--- src/design/rect_track_table_ttl_assert.svh ---
// ----------------------------------------------------------------------------
// rect_track_table_ttl assertion macros
// Clocked, reset-gated assertion wrappers; compiled out with NO_ASSERTIONS.
// ----------------------------------------------------------------------------
`ifndef RECT_TRACK_TABLE_TTL_ASSERT_SVH
`define RECT_TRACK_TABLE_TTL_ASSERT_SVH

`ifndef NO_ASSERTIONS

// condition holds at every clock edge outside reset
`define RTT_ASSERT(lbl, cond, msg) \
  lbl: assert property (@(posedge clk) disable iff (rst) (cond)) else $error(msg);

// consequent holds in the same cycle as the antecedent
`define RTT_ASSERT_IMPL(lbl, ante, cons, msg) \
  lbl: assert property (@(posedge clk) disable iff (rst) (ante) |-> (cons)) \
    else $error(msg);

`else

`define RTT_ASSERT(lbl, cond, msg)
`define RTT_ASSERT_IMPL(lbl, ante, cons, msg)

`endif

`endif

--- src/design/rtt_pkg.sv ---
// ----------------------------------------------------------------------------
// rtt_pkg
// Shared types and constants of the rectangle track table.
// ----------------------------------------------------------------------------
package rtt_pkg;

  // table geometry
  localparam int MAX_TRACKS = 16;
  localparam int COORD_BITS = 12;
  localparam int IDX_W      = $clog2(MAX_TRACKS);
  localparam int CNT_W      = $clog2(MAX_TRACKS + 1);
  localparam int LIFE_W     = 8;
  localparam int LIMIT_W    = 12;
  localparam int RECT_W     = 4 * COORD_BITS;
  localparam int ENTRY_W    = RECT_W + LIFE_W;
  localparam int STATUS_W   = 3;
  localparam int SLOT_W     = 4;

  // register reset values
  localparam logic [LIMIT_W-1:0] OVERLAP_LIMIT_RST = LIMIT_W'(20);
  localparam logic [LIFE_W-1:0]  LIFE_TICKS_RST    = LIFE_W'(10);

  // command codes
  typedef enum logic [1:0] {
    CMD_ADD  = 2'd0,
    CMD_TICK = 2'd1,
    CMD_DUMP = 2'd2,
    CMD_NONE = 2'd3
  } rtt_op_t;

  // result status codes
  typedef enum logic [STATUS_W-1:0] {
    ST_UPDATED   = 3'd0,
    ST_ADDED     = 3'd1,
    ST_DROPPED   = 3'd2,
    ST_TICK_DONE = 3'd3,
    ST_ENTRY     = 3'd4,
    ST_EMPTY     = 3'd5
  } rtt_status_t;

  // controller to datapath commands
  typedef struct packed {
    logic start;   // latch the accepted beat, clear scan counters
    logic scan;    // walk the table
    logic finish;  // write the closing result
  } rtt_ctl_t;

  // datapath to controller status
  typedef struct packed {
    logic scan_done;   // every entry read and consumed
    logic hit;         // add found a matching entry this cycle
    logic out_free;    // output register can take a result
    logic skip_final;  // dump of a non-empty table: last beat already loaded
  } rtt_sts_t;

endpackage

--- src/design/rtt_ram.sv ---
// ----------------------------------------------------------------------------
// rtt_ram
// Generic simple dual-port RAM, one write and one registered read port.
// ----------------------------------------------------------------------------
module rtt_ram #(
  parameter int WIDTH = 8,
  parameter int DEPTH = 16
) (
  clk,
  we,
  waddr,
  wdata,
  re,
  raddr,
  rdata
);

  localparam int AW = (DEPTH > 1) ? $clog2(DEPTH) : 1;

  input  logic             clk;
  input  logic             we;
  input  logic [AW-1:0]    waddr;
  input  logic [WIDTH-1:0] wdata;
  input  logic             re;
  input  logic [AW-1:0]    raddr;
  output logic [WIDTH-1:0] rdata;

  logic [WIDTH-1:0] mem [DEPTH];

  // write port
  always_ff @(posedge clk) begin
    if (we) begin
      mem[waddr] <= wdata;
    end
  end

  // registered read, holds when not enabled
  always_ff @(posedge clk) begin
    if (re) begin
      rdata <= mem[raddr];
    end
  end

endmodule

--- src/design/rtt_ctrl.sv ---
// ----------------------------------------------------------------------------
// rtt_ctrl
// Command sequencer: accept a beat, walk the table, close with a result.
// ----------------------------------------------------------------------------
module rtt_ctrl (
  input  logic             clk,
  input  logic             rst,
  input  logic             s_tvalid,
  output logic             s_tready,
  input  logic [1:0]       in_cmd,
  input  rtt_pkg::rtt_sts_t sts,
  output rtt_pkg::rtt_ctl_t ctl
);

  import rtt_pkg::*;

  typedef enum logic [2:0] {
    S_IDLE  = 3'b001,
    S_SCAN  = 3'b010,
    S_FINAL = 3'b100
  } state_t;

  state_t state, state_next;
  logic   start;

  // unused command code is taken and dropped
  assign s_tready = (state == S_IDLE);
  assign start    = s_tvalid && s_tready && (rtt_op_t'(in_cmd) != CMD_NONE);

  assign ctl.start  = start;
  assign ctl.scan   = (state == S_SCAN);
  assign ctl.finish = (state == S_FINAL);

  // next state
  always_comb begin
    state_next = state;
    unique case (state)
      S_IDLE: begin
        if (start) state_next = S_SCAN;
      end
      S_SCAN: begin
        priority if (sts.hit) state_next = S_FINAL;
        else if (sts.scan_done) state_next = sts.skip_final ? S_IDLE : S_FINAL;
        else state_next = S_SCAN;
      end
      S_FINAL: begin
        if (sts.out_free) state_next = S_IDLE;
      end
      default: state_next = S_IDLE;
    endcase
  end

  always_ff @(posedge clk) begin
    if (rst) begin
      state <= S_IDLE;
    end else begin
      state <= state_next;
    end
  end

endmodule

--- src/design/rtt_datapath.sv ---
// ----------------------------------------------------------------------------
// rtt_datapath
// Scan counters, overlap compare, table count and the result register.
// ----------------------------------------------------------------------------
module rtt_datapath (
  input  logic                                   clk,
  input  logic                                   rst,
  input  rtt_pkg::rtt_ctl_t                      ctl,
  output rtt_pkg::rtt_sts_t                      sts,
  input  logic [1:0]                             in_cmd,
  input  logic [rtt_pkg::COORD_BITS-1:0]         in_x,
  input  logic [rtt_pkg::COORD_BITS-1:0]         in_y,
  input  logic [rtt_pkg::COORD_BITS-1:0]         in_w,
  input  logic [rtt_pkg::COORD_BITS-1:0]         in_h,
  input  logic [rtt_pkg::LIMIT_W-1:0]            overlap_limit,
  input  logic [rtt_pkg::LIFE_W-1:0]             life_ticks,
  output logic                                   ram_re,
  output logic [rtt_pkg::IDX_W-1:0]              ram_raddr,
  input  logic [rtt_pkg::ENTRY_W-1:0]            ram_rdata,
  output logic                                   ram_we,
  output logic [rtt_pkg::IDX_W-1:0]              ram_waddr,
  output logic [rtt_pkg::ENTRY_W-1:0]            ram_wdata,
  output logic [rtt_pkg::CNT_W-1:0]              entry_count,
  output logic                                   m_tvalid,
  input  logic                                   m_tready,
  // slot[3:0], out_x[15:4], out_y[27:16], out_w[39:28], out_h[51:40],
  // live_count[56:52], zero pad[63:57]
  output logic [63:0]                            m_tdata,
  // status[2:0]
  output logic [rtt_pkg::STATUS_W-1:0]           m_tuser,
  output logic                                   m_tlast
);

  import rtt_pkg::*;

  localparam int CW = COORD_BITS;

  // overlap length of [a0, a0+al) and [b0, b0+bl), zero when none
  function automatic logic [CW:0] overlap_len(
    input logic [CW-1:0] a0,
    input logic [CW-1:0] al,
    input logic [CW-1:0] b0,
    input logic [CW-1:0] bl
  );
    logic [CW:0] lo;
    logic [CW:0] ae;
    logic [CW:0] be;
    logic [CW:0] hi;
    lo = (a0 > b0) ? {1'b0, a0} : {1'b0, b0};
    ae = {1'b0, a0} + {1'b0, al};
    be = {1'b0, b0} + {1'b0, bl};
    hi = (ae < be) ? ae : be;
    return (hi > lo) ? (hi - lo) : '0;
  endfunction

  // latched command
  rtt_op_t        op;
  logic [CW-1:0]  nx, ny, nw, nh;

  // scan state
  logic [CNT_W-1:0] rd_idx;
  logic [IDX_W-1:0] chk_idx;
  logic             rd_vld;
  logic [CNT_W-1:0] keep;
  logic [CNT_W-1:0] count;
  logic             hit;
  logic [IDX_W-1:0] hit_slot;

  // result register
  logic                out_valid;
  rtt_status_t         out_status;
  logic [SLOT_W-1:0]   out_slot;
  logic [CW-1:0]       ox, oy, ow_r, oh_r;
  logic [CNT_W-1:0]    out_live;
  logic                out_last;

  // combinational
  logic              out_free, go, issue, consume;
  logic [CW-1:0]     e_x, e_y, e_w, e_h;
  logic [LIFE_W-1:0] e_life;
  logic [CW:0]       ovl_w, ovl_h;
  logic              match, hit_now, keep_wr, dump_emit, fin, room, append;
  logic [RECT_W-1:0] new_rect;

  // stepping: a dump only moves when its beat has somewhere to go
  assign out_free = !out_valid || m_tready;
  assign go       = (op == CMD_DUMP) ? out_free : 1'b1;
  assign issue    = ctl.scan && go && (rd_idx < count);
  assign consume  = ctl.scan && go && rd_vld;

  assign ram_re    = issue;
  assign ram_raddr = rd_idx[IDX_W-1:0];

  // entry under test
  assign e_x    = ram_rdata[0*CW +: CW];
  assign e_y    = ram_rdata[1*CW +: CW];
  assign e_w    = ram_rdata[2*CW +: CW];
  assign e_h    = ram_rdata[3*CW +: CW];
  assign e_life = ram_rdata[RECT_W +: LIFE_W];

  // overlap test against the new rectangle
  assign ovl_w = overlap_len(e_x, e_w, nx, nw);
  assign ovl_h = overlap_len(e_y, e_h, ny, nh);
  assign match = (ovl_w != '0) && (ovl_w < {1'b0, overlap_limit}) &&
                 (ovl_h != '0) && (ovl_h < {1'b0, overlap_limit});

  assign hit_now   = consume && (op == CMD_ADD) && match;
  assign keep_wr   = consume && (op == CMD_TICK) && (e_life > LIFE_W'(1));
  assign dump_emit = consume && (op == CMD_DUMP);
  assign fin       = ctl.finish && out_free;
  assign room      = (count < CNT_W'(MAX_TRACKS));
  assign append    = fin && (op == CMD_ADD) && !hit && room;
  assign new_rect  = {nh, nw, ny, nx};

  // table write: refresh, compaction move, or append
  always_comb begin
    ram_we    = 1'b0;
    ram_waddr = chk_idx;
    ram_wdata = {life_ticks, new_rect};
    priority if (hit_now) begin
      ram_we = 1'b1;
    end else if (keep_wr) begin
      ram_we    = 1'b1;
      ram_waddr = keep[IDX_W-1:0];
      ram_wdata = {e_life - LIFE_W'(1), ram_rdata[RECT_W-1:0]};
    end else if (append) begin
      ram_we    = 1'b1;
      ram_waddr = count[IDX_W-1:0];
    end else begin
      ram_we = 1'b0;
    end
  end

  // status to controller
  assign sts.scan_done  = !rd_vld && (rd_idx >= count);
  assign sts.hit        = hit_now;
  assign sts.out_free   = out_free;
  assign sts.skip_final = (op == CMD_DUMP) && (count != '0);

  assign entry_count = count;

  // control registers
  always_ff @(posedge clk) begin
    if (rst) begin
      count     <= '0;
      rd_vld    <= 1'b0;
      out_valid <= 1'b0;
    end else begin
      if (ctl.start) begin
        rd_vld <= 1'b0;
      end else if (ctl.scan && go) begin
        rd_vld <= issue;
      end
      if (append) begin
        count <= count + CNT_W'(1);
      end else if (fin && (op == CMD_TICK)) begin
        count <= keep;
      end
      if (dump_emit || fin) begin
        out_valid <= 1'b1;
      end else if (m_tready) begin
        out_valid <= 1'b0;
      end
    end
  end

  // command latch and scan counters
  always_ff @(posedge clk) begin
    if (ctl.start) begin
      op     <= rtt_op_t'(in_cmd);
      nx     <= in_x;
      ny     <= in_y;
      nw     <= in_w;
      nh     <= in_h;
      rd_idx <= '0;
      keep   <= '0;
      hit    <= 1'b0;
    end else begin
      if (issue) begin
        rd_idx  <= rd_idx + CNT_W'(1);
        chk_idx <= rd_idx[IDX_W-1:0];
      end
      if (hit_now) begin
        hit      <= 1'b1;
        hit_slot <= chk_idx;
      end
      if (keep_wr) begin
        keep <= keep + CNT_W'(1);
      end
    end
  end

  // result register load
  always_ff @(posedge clk) begin
    if (dump_emit) begin
      out_status <= ST_ENTRY;
      out_slot   <= SLOT_W'(chk_idx);
      ox         <= e_x;
      oy         <= e_y;
      ow_r       <= e_w;
      oh_r       <= e_h;
      out_live   <= count;
      out_last   <= (({1'b0, chk_idx} + CNT_W'(1)) == count);
    end else if (fin) begin
      ox       <= '0;
      oy       <= '0;
      ow_r     <= '0;
      oh_r     <= '0;
      out_last <= 1'b1;
      unique case (op)
        CMD_ADD: begin
          priority if (hit) begin
            out_status <= ST_UPDATED;
            out_slot   <= SLOT_W'(hit_slot);
            out_live   <= count;
          end else if (room) begin
            out_status <= ST_ADDED;
            out_slot   <= SLOT_W'(count[IDX_W-1:0]);
            out_live   <= count + CNT_W'(1);
          end else begin
            out_status <= ST_DROPPED;
            out_slot   <= '0;
            out_live   <= count;
          end
        end
        CMD_TICK: begin
          out_status <= ST_TICK_DONE;
          out_slot   <= '0;
          out_live   <= keep;
        end
        default: begin
          out_status <= ST_EMPTY;
          out_slot   <= '0;
          out_live   <= count;
        end
      endcase
    end
  end

  assign m_tvalid = out_valid;
  assign m_tlast  = out_last;
  assign m_tuser  = out_status;
  assign m_tdata  = {7'b0, out_live, oh_r, ow_r, oy, ox, out_slot};

endmodule

--- src/design/rect_track_table_ttl.sv ---
// ----------------------------------------------------------------------------
// rect_track_table_ttl
// Ordered table of up to 16 tracked rectangles with a time-to-live.
// ----------------------------------------------------------------------------
// The table sits in a single RAM with one read and one write port; every
// command walks the live entries through that read port at one entry per
// cycle while the walk is not stalled. An add stops its walk at the first
// matching entry; an add, a tick or an empty dump then closes with one
// result beat, and a dump of a non-empty table ends with the beat of its
// last entry. The closing beat of an add, a tick or an empty dump waits
// while the previous result is still unaccepted, and a dump walk stalls
// the same way while its beats back up on the master side. A result
// waiting in the output register does not hold off acceptance of the next
// command. Commands are handled one at a time. Command code 3 is accepted
// and ignored; the block stays ready. Registers: overlap_limit at byte
// address 0 (reset 20), life_ticks at byte address 4 (reset 10); write them
// only while no command is in flight.
// ----------------------------------------------------------------------------
`include "rect_track_table_ttl_assert.svh"

module rect_track_table_ttl (
  input  logic        clk,
  input  logic        rst,
  input  logic        s_tvalid,
  output logic        s_tready,
  // rect_x[11:0], rect_y[23:12], rect_w[35:24], rect_h[47:36]
  input  logic [47:0] s_tdata,
  // cmd[1:0]
  input  logic [1:0]  s_tuser,
  output logic        m_tvalid,
  input  logic        m_tready,
  // slot[3:0], out_x[15:4], out_y[27:16], out_w[39:28], out_h[51:40],
  // live_count[56:52], zero pad[63:57]
  output logic [63:0] m_tdata,
  // status[2:0]
  output logic [2:0]  m_tuser,
  output logic        m_tlast,
  input  logic        psel,
  input  logic        penable,
  input  logic        pwrite,
  input  logic [2:0]  paddr,
  input  logic [31:0] pwdata,
  output logic [31:0] prdata,
  output logic        pready
);

  import rtt_pkg::*;

  localparam int CW = COORD_BITS;

  logic [LIMIT_W-1:0] overlap_limit;
  logic [LIFE_W-1:0]  life_ticks;
  logic               cfg_wr;

  rtt_ctl_t           ctl;
  rtt_sts_t           sts;

  logic               ram_re, ram_we;
  logic [IDX_W-1:0]   ram_raddr, ram_waddr;
  logic [ENTRY_W-1:0] ram_rdata, ram_wdata;
  logic [CNT_W-1:0]   entry_count;

  // configuration registers
  assign pready = 1'b1;
  assign cfg_wr = psel && penable && pwrite && pready;

  always_ff @(posedge clk) begin
    if (rst) begin
      overlap_limit <= OVERLAP_LIMIT_RST;
      life_ticks    <= LIFE_TICKS_RST;
    end else if (cfg_wr) begin
      if (paddr[2]) begin
        life_ticks <= pwdata[LIFE_W-1:0];
      end else begin
        overlap_limit <= pwdata[LIMIT_W-1:0];
      end
    end
  end

  assign prdata = paddr[2] ? {{(32-LIFE_W){1'b0}}, life_ticks}
                           : {{(32-LIMIT_W){1'b0}}, overlap_limit};

  // sequencer
  rtt_ctrl u_ctrl (
    .clk      (clk),
    .rst      (rst),
    .s_tvalid (s_tvalid),
    .s_tready (s_tready),
    .in_cmd   (s_tuser),
    .sts      (sts),
    .ctl      (ctl)
  );

  // datapath
  rtt_datapath u_dp (
    .clk           (clk),
    .rst           (rst),
    .ctl           (ctl),
    .sts           (sts),
    .in_cmd        (s_tuser),
    .in_x          (s_tdata[0 +: CW]),
    .in_y          (s_tdata[CW +: CW]),
    .in_w          (s_tdata[2*CW +: CW]),
    .in_h          (s_tdata[3*CW +: CW]),
    .overlap_limit (overlap_limit),
    .life_ticks    (life_ticks),
    .ram_re        (ram_re),
    .ram_raddr     (ram_raddr),
    .ram_rdata     (ram_rdata),
    .ram_we        (ram_we),
    .ram_waddr     (ram_waddr),
    .ram_wdata     (ram_wdata),
    .entry_count   (entry_count),
    .m_tvalid      (m_tvalid),
    .m_tready      (m_tready),
    .m_tdata       (m_tdata),
    .m_tuser       (m_tuser),
    .m_tlast       (m_tlast)
  );

  // entry storage: life above rectangle
  rtt_ram #(
    .WIDTH (ENTRY_W),
    .DEPTH (MAX_TRACKS)
  ) u_table (
    .clk   (clk),
    .we    (ram_we),
    .waddr (ram_waddr),
    .wdata (ram_wdata),
    .re    (ram_re),
    .raddr (ram_raddr),
    .rdata (ram_rdata)
  );

  // checks
  `RTT_ASSERT(a_count_bound, (entry_count <= CNT_W'(MAX_TRACKS)), "table count overflow")
  `RTT_ASSERT_IMPL(a_wr_in_table, ram_we, ({1'b0, ram_waddr} <= entry_count), "write past end")
  `RTT_ASSERT_IMPL(a_no_scan_idle, s_tready, (!ctl.scan && !ctl.finish), "busy while ready")

endmodule
--- config.mk ---
export PLATFORM = sky130hd
export DESIGN_NAME = rect_track_table_ttl
export DESIGN_NICKNAME = d
export VERILOG_FILES = /design/src/design/rtt_pkg.sv /design/src/design/rtt_ram.sv /design/src/design/rtt_ctrl.sv /design/src/design/rtt_datapath.sv /design/src/design/rect_track_table_ttl.sv
export VERILOG_INCLUDE_DIRS = /design/src /design/src/design
export SDC_FILE = /design/constraint.sdc
export NUM_CORES = 1
export LEC_CHECK = 0
export ABC_AREA = 1
export BUFFER_PORTS_ARGS = -buffer_cell sky130_fd_sc_hd__clkbuf_2
export CAP_MARGIN = 10
export CORE_MARGIN = 2
export CORE_UTILIZATION = 45
export CTS_CLUSTER_DIAMETER = 30
export CTS_CLUSTER_SIZE = 16
export DETAILED_ROUTE_END_ITERATION = 7
export PLACE_DENSITY = 0.61
export SLEW_MARGIN = 20
export SYNTH_ARGS = -nofsm -noshare
export SYNTH_HDL_FRONTEND = slang
export SYNTH_SLANG_ARGS = --single-unit
--- constraint.sdc ---
create_clock -name clk -period 13.85 [get_ports clk]
set_clock_uncertainty 0.1 [all_clocks]
set_input_delay 2.77 -clock clk [delete_from_list [all_inputs] [get_ports clk]]
set_output_delay 2.77 -clock clk [all_outputs]
set_load 0.01 [all_outputs]
==> impl_metrics.yaml <==
yosys:
  ys_seq_area_share_pct: 66.4
  synth_edf_count: 1068
  syn-instance-count: 4199
  avgSynthCellArea_um2: 11.8
  synth_area_leaders: "edfxtp_1, nor2_1, o21ai_0, ha_1, nand2_1"
  synth_top_area_share_pct: 64.6
  yosysTopAreaCell: "edfxtp_1"
  synthDistinctLibCells: 58
  synth_flop_cell: "edfxtp_1"
  async_reset_ff_share_pct: 0
  syn_area_um2: 49600
  ys_ff_latch: 1112
  ys_warn_count: 0
cts:
  cts_tree: "built"
  hold_buffers: 0
  numCtsBuffers: 195
  clockBufferDepth: 3
  cts_setup_buffers: 0
  ctsHtreeMaxLevel: 4
  path_clk_slew_ps: 50
  clkLatencyLatePin_ps: 800
  ctsRootBufferMaster: "clkbuf_16"
  post_cts_resized: 0
  numClockSinks: 1112
floorplanning:
  dieArea_um2: 113000
  start_util_pct: 45.4
  fp-row-count: 121
  chipWidth_um: 336
  ios: 195
  die_h_um: 336
  fp.coreArea_um2: 109000
worst_setup_path:
  endpoint_kind: "flip-flop"
  reg2reg_to: "u_table.mem[6][28]$_DFFE_PP_"
  crit_type: "reg -> reg"
  worstPathArrival_ps: 9230
  crit_path_start_kind: "flip-flop"
  r2r_slack_ps: 4910
  cpMostUsedCell: "nand2_1"
  max_stage_delay_ps: 860
  path_max_fanout: 41
  crit_buf_inv: 6
  cp_slowest_cell: "buf_4"
  r2r_cells: 44
  r2r-start: "u_dp.nw[3]$_DFFE_PP_"
  crit_required_ps: 14140
  crit_family: "simple AND/OR/NAND/NOR gates"
hold_path:
  min_delay_worst_endpoint: "u_dp.m_tuser[2]$_SDFFE_PP1P_"
  hold_depth: 1
  min-delay-path-class: "reg -> reg"
  min-delay-start: "u_dp.m_tuser[2]$_SDFFE_PP1P_"
global_route:
  grt_overflow_total: 0
  grt_antenna_before_repair: 1
  grt_max_degree: 177
  gr-usage-all-layers_pct: 23.9
  grt_pass1_vias: 32212
  grt_pass1_wl_mm: 201
placement:
  finalWeightedCongestion: 0.913
  place_inst: 5706
  place_hpwl_mm: 79.8
  io_buffers: 144
layout:
  finalNonFillerCells: 6069
  final_cell_mix: "edfxtp_1, nor2_1, nand2_1, o21ai_0, inv_1"
  diodes: 0
  final_common_cell: "edfxtp_1"
  nets: 4681
  area_delta_synth_final_pct: 18.6
  drive_gt1_share_pct: 14.5
routing:
  drc: 0
  drt_iter0_drc: 3241
  viasPerCell: 5.55
  wl_per_cell_um: 22.3
  ant_nets: 0
  num_vias: 33672
  drt-total-wl_mm: 135
  first_pass_iters: 5
sta:
  period_share_pct: 64.5
  timing.setup.tns_ps: 0
  maxSlewViolCount: 0
  relSlewSlack_pct: 30.3
  setup_viol: 0
  fin_crit_ps: 8940
  hold_viol_final: 0
  fmax_mhz: 112
  tightestPinTransition_ps: 1040
  rsz0062_at_grt: "false"
pwr:
  p_leak_nw: 21.4
  power_density_nw_per_um2: 176
  peakVddDrop_mv: 0.123
run:
  maxCapViolations: 0
outcome:
  outcome: "complete, no violations"
[routing by layer]
metal | wire length (µm) | track usage, %
met1 | 59800 | 34.3
met2 | 62000 | 37.4
met3 | 10300 | 3.64
met4 | 3300 | 7.59
met5 | 0 | 0
[cell type report]
class,instances,area (µm²)
inverter,292,1110
multi-input combinational,2589,14800
timing repair buffer,237,1430
clock inverter,138,1650
clock buffer,225,4990
tap,1476,1850
fill,9082,50300
sequential,1112,33000
[worst max-delay path by stage]
stage                                          start                       endpoint  slack [ps]  cells after the start
after floorplan           u_table.rdata[2]$_DFFE_PP_    u_table.mem[0][0]$_DFFE_PP_        5260                     46
final                           u_dp.nw[3]$_DFFE_PP_   u_table.mem[6][28]$_DFFE_PP_        4910                     44
after CTS                       u_dp.nx[4]$_DFFE_PP_  u_table.mem[13][46]$_DFFE_PP_        4990                     44
after global placement          u_dp.nx[4]$_DFFE_PP_  u_table.mem[13][50]$_DFFE_PP_        5090                     44
after detailed placement        u_dp.nx[4]$_DFFE_PP_  u_table.mem[13][50]$_DFFE_PP_        5030                     44
after global routing            u_dp.nw[3]$_DFFE_PP_  u_table.mem[13][46]$_DFFE_PP_        4210                     44
[stage by stage]
stage | area, µm² | util [%] | total power [mW] | setup WS (ps) | hold slack, ps
2_1_floorplan | 49700 | - | 5.20 | 5260 | 331
3_3_place_gp | 52200 | 47.8 | 5.65 | 5090 | 369
3_5_place_dp | 52200 | 47.8 | 5.66 | 5030 | 374
4_1_cts | 58800 | 53.9 | 10.4 | 4990 | 392
5_1_grt | 58800 | 53.9 | 10.8 | 4210 | 415
6_report | 58800 | 53.9 | 10.3 | 4910 | 387
[synth_stat cells (all sizes together) (16+ instances only)]
library cell,instances
dfxtp,44
buf,58
a21oi,120
clkbuf,174
o211ai,22
inv,289
nor2,695
edfxtp,1068
xor2,40
o221ai,97
o32ai,130
xnor2,23
nor3,16
o21ai,408
nand4,21
ha,156
mux2i,94
nand3,169
nand2,510
[registers in the layout, indices dropped and copies added, names as in the netlist, 8 cells and up]
signal / cells
u_dp.nx: 12
u_dp.ny: 12
u_dp.nh: 12
u_dp.nw: 12
overlap_limit: 12
u_dp.oy: 12
u_table.rdata: 56
u_dp.oh_r: 12
u_dp.ow_r: 12
u_table.mem: 896
u_dp.ox: 12
life_ticks: 8
[logic make-up (layout without fill, tap and decap cells)]
kind of cell	count (synthesis)	after routing	share of synthesized area, %
simple gates	1423	1423	11.8
compound gates	819	819	10.3
xor+xnor	63	63	1.11
fa+ha+maj	162	162	4.18
flops	1112	1112	66.4
other cells	2	28	0.0151
mux	94	94	1.90
buf+inv	524	892	4.25
[report_power, final]
part	internal [mW]	total [mW]	switching [mW]
clock	3.00	4.71	1.71
combinational	0.609	1.77	1.16
sequential	3.81	3.86	0.0501
total	7.42	10.3	2.92
No activity file was read; power rests on OpenSTA's default activity.
